--- config.mk ---
export PLATFORM = sky130hd
export DESIGN_NAME = xtea_half_round
export DESIGN_NICKNAME = d
export VERILOG_FILES = /design/src/xtea_pkg.sv /design/src/xtea_half_round.sv
export SDC_FILE = /design/constraint.sdc
export NUM_CORES = 1
export LEC_CHECK = 0
export ABC_CLOCK_PERIOD_IN_PS = 2400
export BUFFER_PORTS_ARGS = -buffer_cell sky130_fd_sc_hd__buf_2
export CAP_MARGIN = 5
export CELL_PAD_IN_SITES_DETAIL_PLACEMENT = 1
export CELL_PAD_IN_SITES_GLOBAL_PLACEMENT = 1
export CORE_UTILIZATION = 40
export DETAILED_ROUTE_END_ITERATION = 12
export PLACE_DENSITY_LB_ADDON = 0.1
export SLEW_MARGIN = 20
export SYNTH_ARGS = -nofsm -noshare
export SYNTH_HDL_FRONTEND = slang
export SYNTH_SLANG_ARGS = --single-unit
--- constraint.sdc ---
create_clock -name clk -period 2.4 [get_ports clk]
set_clock_uncertainty 0.05 [all_clocks]
set_input_delay 0.12 -clock clk [delete_from_list [all_inputs] [get_ports clk]]
set_output_delay 0.12 -clock clk [all_outputs]
set_load 0.05 [all_outputs]
--- src/xtea_pkg.sv ---
// XTEA cipher package: shared constants, the key and stage types, and the
// shift-add part of the mix. No dependencies.
`timescale 1ns / 1ps
`default_nettype none

package xtea_pkg;

    localparam int WORD_W    = 32;
    localparam int KEY_WORDS = 4;
    localparam int KIDX_W    = 2;

    localparam logic [WORD_W-1:0] XTEA_DELTA = 32'h9E37_79B9;

    typedef enum logic
    {
        OP_ENCRYPT = 1'b0,
        OP_DECRYPT = 1'b1
    } op_t;

    typedef logic [KEY_WORDS-1:0][WORD_W-1:0] key_t;

    // one block moving down the round pipeline
    typedef struct packed
    {
        logic              valid;
        op_t               op;
        logic [WORD_W-1:0] a;
        logic [WORD_W-1:0] b;
    } stage_t;

    function automatic logic [WORD_W-1:0] mix_shift(input logic [WORD_W-1:0] v);
        return ((v << 4) ^ (v >> 5)) + v;
    endfunction

endpackage

`default_nettype wire

--- src/xtea_half_round.sv ---
// One registered XTEA half-round for either direction. The running sum and
// key slot are fixed per stage at elaboration. Depends on xtea_pkg.
`timescale 1ns / 1ps
`default_nettype none

module xtea_half_round #(
    parameter int CYCLE_COUNT = 32,
    parameter int STAGE_IDX   = 0
) (
    input  wire                logic clk,
    input  wire                logic rst_n,
    input  wire                logic en,
    input  wire xtea_pkg::key_t      key,
    input  wire xtea_pkg::stage_t    stage_in,
    output xtea_pkg::stage_t         stage_out
);
    import xtea_pkg::*;

    localparam int ROUND_IDX = STAGE_IDX / 2;
    localparam int IS_ODD    = STAGE_IDX % 2;
    localparam int ENC_MULT  = ROUND_IDX + IS_ODD;
    localparam int DEC_MULT  = CYCLE_COUNT - ROUND_IDX - IS_ODD;

    localparam logic [WORD_W-1:0] ENC_SUM = WORD_W'(XTEA_DELTA * ENC_MULT);
    localparam logic [WORD_W-1:0] DEC_SUM = WORD_W'(XTEA_DELTA * DEC_MULT);

    // first half-round takes sum[1:0], second takes sum[12:11]; decrypt mirrors
    localparam logic [KIDX_W-1:0] ENC_KIDX = (IS_ODD != 0) ? ENC_SUM[12:11] : ENC_SUM[1:0];
    localparam logic [KIDX_W-1:0] DEC_KIDX = (IS_ODD != 0) ? DEC_SUM[1:0] : DEC_SUM[12:11];
    localparam logic              ODD_BIT  = (IS_ODD != 0);

    logic              upd_a;
    logic [WORD_W-1:0] src_word;
    logic [WORD_W-1:0] dst_word;
    logic [WORD_W-1:0] sum_key;
    logic [WORD_W-1:0] mix;
    logic [WORD_W-1:0] new_word;
    stage_t            data_next;
    stage_t            data_reg;
    logic              valid_reg;

    always_comb
    begin
        upd_a    = ~(logic'(stage_in.op) ^ ODD_BIT);
        src_word = upd_a ? stage_in.b : stage_in.a;
        dst_word = upd_a ? stage_in.a : stage_in.b;
        if (stage_in.op == OP_DECRYPT)
        begin
            sum_key  = DEC_SUM + key[DEC_KIDX];
        end
        else
        begin
            sum_key  = ENC_SUM + key[ENC_KIDX];
        end
        mix      = mix_shift(src_word) ^ sum_key;
        new_word = (stage_in.op == OP_DECRYPT) ? dst_word - mix : dst_word + mix;

        data_next       = stage_in;
        data_next.valid = stage_in.valid;
        if (upd_a)
        begin
            data_next.a = new_word;
        end
        else
        begin
            data_next.b = new_word;
        end
    end

    always_ff @(posedge clk or negedge rst_n)
    begin
        if (!rst_n)
        begin
            valid_reg <= 1'b0;
        end
        else if (en)
        begin
            valid_reg <= stage_in.valid;
        end
    end

    always_ff @(posedge clk)
    begin
        if (en)
        begin
            data_reg <= data_next;
        end
    end

    always_comb
    begin
        stage_out       = data_reg;
        stage_out.valid = valid_reg;
    end

endmodule

`default_nettype wire

==> summary.txt, run 1 <==
Global routing
  – Largest net degree at the start of global routing: 61
  – Overall Global Routing Usage: 0.8957
  – Grt ovf: 757

Clock tree
  – Root buf cell: clkbuf_16
  – CTS sink cnt: 66
  – Max Buffers Root-to-Sink: 2
  – Max H-tree Level: 3
  – CTS Buf Count: 9

Placed design
  – HPWL after detailed placement: 30030 um
  – Placed inst area: 0.01285 mm2
  – RD Place Congestion: 0.8900
  – Cells after DPL: 1837
  – IO Port Bufs: 198

Synthesis
  – Synthesized area per cell: 8.352 um2
  – Synth warn: 0
  – Post-synthesis sequential area ratio: 0.2233
  – Post-synth EDFFs: 65
  – Synthesized area: 0.008853 mm2
  – Post-Synthesis Cells: 1060
  – Synth async-reset ratio: 0.01515
  – Synthesized flop and latch total: 66
  – Ys flop type: edfxtp_1
  – Syn Nets: 1324
  – Library cells used by synthesis: 79

Timing
  – Worst setup endpoint GRT: stage_out[63]$_DFFE_PP_/D
  – Worst endpoint type: register input

Floorplanning
  – # rows: 54
  – Starting Density: 0.4069
  – IO Pins: 263
  – Die height: 150.8 um
  – Die Wd: 150.8 um

Outcome
  – Failed at: 5_1_grt
  – Error: [ERROR GRT-0232] Routing congestion too high. Check the congestion heatmap in the GUI.
  – Outcome: aborted with a tool error
-- kinds of logic after synthesis --
| kind of cell | count (synthesis) | share of synthesized area |
|---|---|---|
| xor+xnor | 157 | 0.1644 |
| compound gates | 322 | 0.2321 |
| mux | 54 | 0.06769 |
| fa+ha+maj | 68 | 0.09751 |
| buf+inv | 82 | 0.03773 |
| flops | 66 | 0.2233 |
| simple gates | 311 | 0.1774 |
-- synthesized netlist by cell type (25+ instances only) --
| library cell | n | area (um2) |
|---|---|---|
| xor2_1 | 53 | 464.2 |
| nor2_1 | 62 | 232.7 |
| mux2_2 | 37 | 416.7 |
| nand2_1 | 98 | 367.9 |
| ha_1 | 65 | 813.3 |
| o21ai_0 | 76 | 380.4 |
| edfxtp_1 | 65 | 1952 |
| a21o_1 | 33 | 247.7 |
| clkbuf_1 | 28 | 105.1 |
| a21oi_1 | 89 | 445.4 |
| xnor2_1 | 98 | 858.3 |
| o21bai_1 | 25 | 187.7 |
| inv_1 | 36 | 135.1 |
-- stage by stage --
| step | setup WS [ns] | hold WS (ns) |
|---|---|---|
| 4_1_cts | -2.839 | 0.03203 |
| 3_5_place_dp | -3.510 | -0.1465 |
| 3_3_place_gp | -3.257 | -0.1547 |
| 2_1_floorplan | -3.631 | -0.2256 |
-- timing repair --
action | 4_1_cts
hold buffers | 2
endpoints found under the hold margin | 2
setup buffers | 51
pin swaps | 113
setup endpoints to repair | 62
cloned | 4
resized for setup | 237
-- metal layers --
layer / track usage / overflow
met2: 1.089 / 526
met5: 0.3614 / 0
met4: 1.022 / 217
met3: 0.7063 / 8
met1: 0.8529 / 6
==> run 2: changes to the inputs <==
--- a/config.mk
+++ b/config.mk
@@ -8,11 +8,9 @@
 export ABC_CLOCK_PERIOD_IN_PS = 2400
 export BUFFER_PORTS_ARGS = -buffer_cell sky130_fd_sc_hd__buf_2
 export CAP_MARGIN = 5
-export CELL_PAD_IN_SITES_DETAIL_PLACEMENT = 1
-export CELL_PAD_IN_SITES_GLOBAL_PLACEMENT = 1
-export CORE_UTILIZATION = 40
+export CORE_UTILIZATION = 25
 export DETAILED_ROUTE_END_ITERATION = 12
-export PLACE_DENSITY_LB_ADDON = 0.1
+export PLACE_DENSITY_LB_ADDON = 0.15
 export SLEW_MARGIN = 20
 export SYNTH_ARGS = -nofsm -noshare
 export SYNTH_HDL_FRONTEND = slang
==> summary.txt, run 2 <==
Outcome
  – Outcome: complete, but fails checks
  – Failing checks: negative setup slack

Timing
  – Hold Vio Cnt, Final: 0
  – Worst slew pin tran: 0.6196 ns
  – # setup viols final: 62
  – Pins Over Slew Limit: 0
  – RSZ-0062 raised after global routing: true
  – Fmax achieved: 0.1898 GHz
  – Min cycle time layout: 5.268 ns
  – Crit share post-route: 2.195
  – Slew HR: 0.5869
  – Hold Slack: 0.03986 ns
  – Worst setup margin: -2.868 ns

Layout
  – Filler cells: 3460
  – Fin cells: 2107
  – Nets@finish: 1911
  – Final Util: 0.4418
  – Commonest non-fill, non-tap cells in the layout: 389 x buf_4, 196 x buf_2, 83 x nand2_1, 70 x xnor2_1, 65 x edfxtp_1
  – Post-route design area: 0.01534 mm2
  – Max FFs per register: 65
  – Area Overhead vs Synth: 73.22%
  – Share of cells above drive strength 1: 0.5303
  – Register Area: 0.001977 mm2
  – Most common cell after layout, fill and taps aside: buf_4
  – Multi-input combinational cell area: 0.007850 mm2
  – ANT cells: 0

Synthesis
  – Post-Synthesis Cells: 1060
  – Ys flop type: edfxtp_1
  – Synth async-reset ratio: 0.01515
  – Library cells used by synthesis: 79
  – Synthesized flop and latch total: 66
  – Synth top area cells: edfxtp_1 22%, xnor2_1 9.7%, ha_1 9.2%
  – Syn Nets: 1324
  – Post-synth EDFFs: 65
  – Post-synth top cells: 98 x nand2_1, 98 x xnor2_1, 89 x a21oi_1
  – Cell accounting for the most synthesized area: edfxtp_1
  – Synth warn: 0
  – Share of the synthesized area in the top cell type: 0.2205
  – Synthesized area per cell: 8.352 um2
  – Post-synthesis sequential area ratio: 0.2233
  – Synthesized area: 0.008853 mm2

Setup path
  – CP peak stage delay: 0.35 ns
  – R2R depth: 1
  – Most frequent CP cell: a21o_1
  – R2r endpoint: valid_reg$_DFFE_PN0P_
  – Startpoint Class: input port
  – CP delay by family, top: compound AO/OA/AOI/OAI gates
  – Worst setup path startpoint: stage_in[64]
  – CP endpoint: stage_out[63]$_DFFE_PP_
  – Reg-to-reg startpoint: valid_reg$_DFFE_PN0P_
  – R2r setup slk: 1.61 ns
  – CP max-delay cell: o31a_1
  – Worst endpoint data arrival time: 5.30 ns
  – Data required, critical path: 2.44 ns
  – WP buf/inv: 2
  – CP Class: in -> reg
  – Crit Path Max Fanout: 10
  – CP endpoint kind: flip-flop
  – Number of cells on the critical path: 26

Global routing
  – Number of global-route vias before repair: 9647
  – Grt ovf: 0
  – Initial antenna violation count: 0
  – Largest net degree at the start of global routing: 36
  – Overall Global Routing Usage: 0.1815
  – Global-route wire length before repair: 51550 um

Detailed routing
  – Via density: 4.698
  – Final ANT Viol Nets: 0
  – Vias: 9899
  – Drt pass-1 iters: 5
  – Initial DRC count: 323
  – Post-route DRC: 0
  – Final WL: 33420 um
  – Routed length per instance: 15.86 um

Power
  – Leak Pwr: 7.028 nW
  – Peak supply drop: 0.5527 mV
  – Power Density: 1056 mW/mm2

Floorplanning
  – IO Pins: 263
  – Die Area: 0.03617 mm2
  – Starting Density: 0.2550
  – Core ar.: 0.03471 mm2
  – Die Wd: 190.2 um
  – Die height: 190.2 um
  – # rows: 68

Clock tree
  – Clock latency at the later pin of the worst-skew pair: 0.33 ns
  – CTS tree: built
  – Max H-tree Level: 3
  – CTS sink cnt: 66
  – Root buf cell: clkbuf_16
  – CTS Buf Count: 9
  – Clk slew on worst S/H paths: 0.06 ns
  – Max Buffers Root-to-Sink: 2

Placed design
  – Setup WS pre-CTS: -3.358 ns
  – Placed inst area: 0.01328 mm2
  – IO Port Bufs: 198
  – Cells after DPL: 2035
  – RD Place Congestion: 0.8779
  – HPWL after detailed placement: 27630 um

Hold path
  – Hold Crit Class: in -> async

Job
  – # Max-Cap Violations: 0
==> run 2: cells by family after synthesis <==
family / after synthesis / synth area share
buffers and inverters: 82 / 0.03773
adders and majority gates: 68 / 0.09751
AOI/OAI and AO/OA: 322 / 0.2321
xor gates and xnor gates: 157 / 0.1644
and+or+nand+nor: 311 / 0.1774
DFF: 66 / 0.2233
muxes: 54 / 0.06769
==> run 2: worst min path at each step <==
stage                     start                    end  slack, ns  depth (start not counted)
after CTS                 rst_n  valid_reg$_DFFE_PN0P_       0.03                          2
after global routing      rst_n  valid_reg$_DFFE_PN0P_       0.04                          2
after detailed placement  rst_n  valid_reg$_DFFE_PN0P_      -0.15                          1
final                     rst_n  valid_reg$_DFFE_PN0P_       0.04                          2
after global placement    rst_n  valid_reg$_DFFE_PN0P_      -0.15                          1
after floorplan           rst_n  valid_reg$_DFFE_PN0P_      -0.23                          0
==> run 2: final cells by class <==
class                           count  share of cell area
Clock buffer                        9             0.01469
Multi-Input combinational cell    912              0.5119
Timing Repair Buffer              622              0.2923
Inverter                           36            0.008974
Sequential cell                    66              0.1289
Clock inverter                      7            0.006119
Tap cell                          455             0.03712
==> run 2: repair_timing <==
item	in CTS	in global routing
setup endpoints to repair	62	62
endpoints found under the hold margin	2	0
gates resized for setup	167	95
pin swaps	72	82
hold buffers	2	0
gates cloned	4	0
setup buffers	31	22
==> run 2: routing by layer <==
layer / wire length, um / global-route usage / up-vias
met1: 17260 / 0.2731 / 4567
met3: 1255 / 0.01199 / 22
met2: 14550 / 0.2823 / 229
li1: - / - / 5081
met4: 358 / 0.03569 / 0
met5: 0 / 0 / -
==> run 2: stage by stage <==
step | power [mW] | TNS (ns)
5_1_grt | 17.26 | -143.93
6_report | 16.19 | -131.95
3_3_place_gp | 12.28 | -148.01
2_1_floorplan | 8.284 | -161.17
4_1_cts | 15.05 | -115.23
3_5_place_dp | 12.32 | -150.90
==> run 2: power by group <==
group / switching, mW / internal [mW]
sequential: 0.0918 / 1.84
combinational: 6.82 / 6.03
clock: 0.503 / 0.906
total: 7.42 / 8.77
Power figures use the tool's default switching activity.
==> run 3: changes to the inputs <==
--- a/config.mk
+++ b/config.mk
@@ -15,3 +15,4 @@
 export SYNTH_ARGS = -nofsm -noshare
 export SYNTH_HDL_FRONTEND = slang
 export SYNTH_SLANG_ARGS = --single-unit
+export TNS_END_PERCENT = 50
==> summary.txt, run 3 (synthesis results as in run 2) <==
Outcome
  – Outcome: complete, but fails checks
  – Failing checks: negative setup slack

Placed design
  – HPWL after detailed placement: 27420 um
  – IO Port Bufs: 198
  – RD Place Congestion: 0.8441
  – Cells after DPL: 2036

Clock tree
  – Max H-tree Level: 3
  – Clk slew on worst S/H paths: 0.06 ns
  – CTS sink cnt: 66
  – Root buf cell: clkbuf_16
  – Max Buffers Root-to-Sink: 2
  – CTS Buf Count: 9
  – CTS tree: built
  – Clock latency at the later pin of the worst-skew pair: 0.33 ns

Timing
  – Slew HR: 0.6399
  – Worst setup margin: -2.711 ns
  – Hold Vio Cnt, Final: 0
  – Crit share post-route: 2.130
  – Setup TNS: -114.07 ns
  – Hold Slack: 0.04431 ns
  – RSZ-0062 raised after global routing: true
  – # setup viols final: 62
  – Worst slew pin tran: 0.5402 ns
  – Fmax achieved: 0.1957 GHz
  – Pins Over Slew Limit: 0
  – Min cycle time layout: 5.111 ns

Setup path
  – CP max-delay cell: fa_2
  – Reg-to-reg startpoint: valid_reg$_DFFE_PN0P_
  – R2R depth: 1
  – Most frequent CP cell: a21o_1
  – Data required, critical path: 2.43 ns
  – Startpoint Class: input port
  – Crit Path Max Fanout: 5
  – R2r setup slk: 1.59 ns
  – R2r endpoint: valid_reg$_DFFE_PN0P_
  – Worst endpoint data arrival time: 5.14 ns
  – CP Class: in -> reg
  – CP peak stage delay: 0.38 ns
  – CP endpoint kind: flip-flop

Layout
  – Filler cells: 3546
  – Final Util: 0.4244
  – Most common cell after layout, fill and taps aside: buf_4
  – ANT cells: 0
  – Multi-input combinational cell area: 0.007528 mm2
  – Nets@finish: 1893
  – Max FFs per register: 65
  – Fin cells: 2088
  – Commonest non-fill, non-tap cells in the layout: 385 x buf_4, 196 x buf_2, 90 x nand2_1, 72 x xnor2_1, 65 x edfxtp_1
  – Register Area: 0.001977 mm2
  – Share of cells above drive strength 1: 0.5021
  – Area Overhead vs Synth: 66.39%

Detailed routing
  – Via density: 4.616
  – Drt pass-1 iters: 4
  – Initial DRC count: 385
  – Vias: 9639
  – Final WL: 32730 um
  – Post-route DRC: 0
  – Final ANT Viol Nets: 0
  – Routed length per instance: 15.68 um

Floorplanning
  – Die height: 190.2 um
  – Core ar.: 0.03471 mm2
  – Starting Density: 0.2550
  – Die Area: 0.03617 mm2
  – IO Pins: 263
  – Die Wd: 190.2 um
  – # rows: 68

Global routing
  – Overall Global Routing Usage: 0.1764
  – Grt ovf: 0
  – Initial antenna violation count: 0
  – Largest net degree at the start of global routing: 43
  – Global-route wire length before repair: 50180 um
  – Number of global-route vias before repair: 9628

Power
  – Peak supply drop: 0.5715 mV
  – Total power: 14.96 mW
  – Leak Pwr: 6.796 nW
  – Power Density: 1016 mW/mm2

Job
  – # Max-Cap Violations: 0

Hold path
  – Hold Crit Class: in -> async
run 3: power by group:
part           total, mW  switching, mW  internal, mW
clock network       1.24          0.456         0.785
logic               11.8           6.29          5.50
registers           1.93         0.0870          1.84
run 3: worst max-delay path, delay by kind of cell:
family          cells  cell delay (ns)
xor+xnor            2             0.27
fa+ha+maj           3             0.87
simple gates        8             1.11
buf+inv             5             0.73
compound gates     12             2.01
run 3: routing by layer:
layer  wire length [um]  vias up  share of wire  GRT usage
li1                   -     5053              -          -
met1              17370     4416           0.53     0.2671
met2              14000      154           0.43     0.2694
met3               1034       16          0.032    0.01494
met4                328        0          0.010    0.03508
met5                  0        -              0          0
run 3: worst max-delay path by stage:
| stage | from | end | slack, ns | cells after the start |
|---|---|---|---|---|
| after floorplan | stage_in[64] | stage_out[63]$_DFFE_PP_ | -3.63 | 33 |
| after global placement | stage_in[64] | stage_out[63]$_DFFE_PP_ | -3.30 | 27 |
| after detailed placement | stage_in[64] | stage_out[63]$_DFFE_PP_ | -3.40 | 28 |
| after CTS | stage_in[64] | stage_out[63]$_DFFE_PP_ | -2.78 | 29 |
| after global routing | stage_in[64] | stage_out[63]$_DFFE_PP_ | -3.00 | 28 |
| final | stage_in[64] | stage_out[63]$_DFFE_PP_ | -2.71 | 30 |
run 3: what timing repair did:
item                                    CTS  global route
pin swaps                                47            90
hold endpoints to repair                  2             0
gates cloned                              1             2
resized for setup                        88           117
setup buffers                            17            17
endpoints found under the setup margin   62            62
hold buffers                              2             0
run 3: cell type report:
cell class,count,area share
Multi-Input combinational cell,912,0.5110
Timing Repair Buffer,604,0.2881
Sequential cell,66,0.1342
Tap cell,455,0.03864
Clock buffer,10,0.01554
Inverter,36,0.009343
Clock inverter,5,0.003143
run 3: per-stage QoR:
step,instance area (um2),worst slack (ns)
finish,14730,-2.711
detailed placement,13190,-3.396
floorplan,9055,-3.631
CTS,14030,-2.779
global route,14730,-2.998
global placement,13190,-3.303
==> run 4: changes to the inputs <==
--- a/config.mk
+++ b/config.mk
@@ -15,4 +15,4 @@
 export SYNTH_ARGS = -nofsm -noshare
 export SYNTH_HDL_FRONTEND = slang
 export SYNTH_SLANG_ARGS = --single-unit
-export TNS_END_PERCENT = 50
+export TNS_END_PERCENT = 5
==> summary.txt, run 4 (synthesis results as in run 2) <==
Setup path
  – R2R depth: 1
  – Worst endpoint data arrival time: 5.22 ns
  – CP peak stage delay: 0.37 ns
  – WP buf/inv: 3
  – CP delay by family, top: compound AO/OA/AOI/OAI gates
  – Data required, critical path: 2.43 ns
  – CP Class: in -> reg
  – CP endpoint kind: flip-flop
  – CP max-delay cell: ha_1
  – Startpoint Class: input port
  – Crit Path Max Fanout: 5
  – R2r setup slk: 1.60 ns
  – R2r endpoint: valid_reg$_DFFE_PN0P_
  – Reg-to-reg startpoint: valid_reg$_DFFE_PN0P_

Power
  – Power Density: 1002 mW/mm2
  – Sw power: 6.846 mW
  – Total power: 14.74 mW
  – Clk network pwr share: 0.080
  – Switching Share: 0.4644
  – Leak Pwr: 6.797 nW
  – Seq pwr share: 0.131
  – Logic pwr share: 0.790
  – Peak supply drop: 0.6612 mV
  – P_int: 7.897 mW

Layout
  – Filler cells: 3534
  – Area Overhead vs Synth: 66.18%
  – Share of cells above drive strength 1: 0.4988
  – Max FFs per register: 65
  – Most common cell after layout, fill and taps aside: buf_4
  – Commonest non-fill, non-tap cells in the layout: 387 x buf_4, 196 x buf_2, 84 x nand2_1, 73 x xnor2_1, 65 x edfxtp_1
  – Nets@finish: 1895

Floorplanning
  – Die Area: 0.03617 mm2
  – IO Pins: 263
  – # rows: 68
  – Core ar.: 0.03471 mm2
  – Die height: 190.2 um
  – Die Wd: 190.2 um
  – Starting Density: 0.2550

Clock tree
  – Root buf cell: clkbuf_16
  – Clk slew on worst S/H paths: 0.06 ns
  – CTS tree: built
  – CTS sink cnt: 66
  – Max H-tree Level: 3
  – Max Buffers Root-to-Sink: 2
  – CTS Buf Count: 9
  – Clock latency at the later pin of the worst-skew pair: 0.33 ns

Placed design
  – IO Port Bufs: 198
  – HPWL after detailed placement: 27050 um
  – RD Place Congestion: 0.8703
  – Setup WS pre-CTS: -3.359 ns

Timing
  – Min cycle time layout: 5.187 ns
  – Slew HR: 0.6374
  – Worst setup margin: -2.787 ns
  – RSZ-0062 raised after global routing: true
  – Fmax achieved: 0.1928 GHz
  – Hold Vio Cnt, Final: 0
  – Worst slew pin tran: 0.5439 ns
  – Pins Over Slew Limit: 0
  – # setup viols final: 62
  – Crit share post-route: 2.161

Global routing
  – Overall Global Routing Usage: 0.1775
  – Number of global-route vias before repair: 9610
  – Largest net degree at the start of global routing: 37
  – Grt ovf: 0
  – Initial antenna violation count: 1
  – Global-route wire length before repair: 50400 um

Job
  – # Max-Cap Violations: 0

Hold path
  – Hold Crit Class: in -> async

Detailed routing
  – Routed length per instance: 15.60 um
  – Drt pass-1 iters: 4
  – Post-route DRC: 0
  – Via density: 4.635
  – Final ANT Viol Nets: 0
  – Final WL: 32650 um
  – Vias: 9696
  – Initial DRC count: 369

Outcome
  – Outcome: complete, but fails checks
  – Failing checks: negative setup slack
-- run 4: changes by cell type in the layout (fill, tap and decap cells not counted), moves of 3 or more --
cell / delta
a21oi_1: +8
a21oi_2: -9
a31oi_2: -3
buf_12: +3
nand2_1: -6
nand2_4: +5
nor2_1: +3
nor3_2: +3
-- run 4: what timing repair did --
item,in CTS,in global routing
hold buffers,2,0
resized for setup,151,76
endpoints found under the setup margin,62,62
hold endpoints to repair,2,0
gates cloned,2,0
pin swaps,63,50
setup buffers,26,8
-- run 4: how the worst max path moves through the flow --
stage	startpoint	end	slack [ns]	depth (start not counted)
floorplan	stage_in[64]	stage_out[63]$_DFFE_PP_	-3.64	33
global placement	stage_in[5]	stage_out[63]$_DFFE_PP_	-3.23	27
detailed placement	stage_in[5]	stage_out[63]$_DFFE_PP_	-3.36	27
CTS	stage_in[64]	stage_out[63]$_DFFE_PP_	-2.73	31
global route	stage_in[5]	stage_out[63]$_DFFE_PP_	-3.02	26
finish	stage_in[64]	stage_out[63]$_DFFE_PP_	-2.79	26
-- run 4: power groups by stage --
stage / Sequential, mW / Clock, mW / Combinational [mW]
final: 1.93 / 1.17 / 11.6
after global routing: 1.97 / 1.27 / 12.6
after CTS: 1.94 / 1.21 / 11.0
after detailed placement: 1.96 / 0 / 10.1
after global placement: 1.96 / 0 / 10.1
after floorplan: 3.33 / 0 / 4.68
-- run 4: metrics by stage --
| step | hold WS, ns | TNS (ns) | instance area (um2) | instances | utilization |
|---|---|---|---|---|---|
| 5_1_grt | 0.05181 | -125.42 | 14710 | 2092 | 0.4238 |
| 3_5_place_dp | -0.1513 | -149.34 | 13180 | 2038 | 0.3798 |
| 4_1_cts | 0.02082 | -111.21 | 14310 | 2084 | 0.4122 |
| 3_3_place_gp | -0.1542 | -145.82 | 13180 | 2038 | 0.3798 |
| 6_report | 0.03332 | -112.82 | 14710 | 2092 | 0.4238 |
| 2_1_floorplan | -0.2256 | -164.32 | 9022 | 1060 | - |
-- run 4: metal layers --
| metal | up-vias | wire length, um | track usage |
|---|---|---|---|
| met3 | 29 | 1007 | 0.01291 |
| met5 | - | 0 | 0 |
| li1 | 5053 | - | - |
| met1 | 4436 | 17080 | 0.2630 |
| met2 | 178 | 14030 | 0.2754 |
| met4 | 0 | 524 | 0.04492 |
-- run 4: cell type report --
cell class | instances | area (um2) | share of cell area
tap | 455 | 569.3 | 0.03869
inverter | 36 | 140.1 | 0.009525
antenna | 1 | 2.502 | 0.0001701
clock inverter | 7 | 36.28 | 0.002466
sequential | 66 | 1977 | 0.1344
multi-input combinational | 912 | 7505 | 0.5101
timing repair buffer | 606 | 4258 | 0.2894
clock buffer | 9 | 225.2 | 0.01531
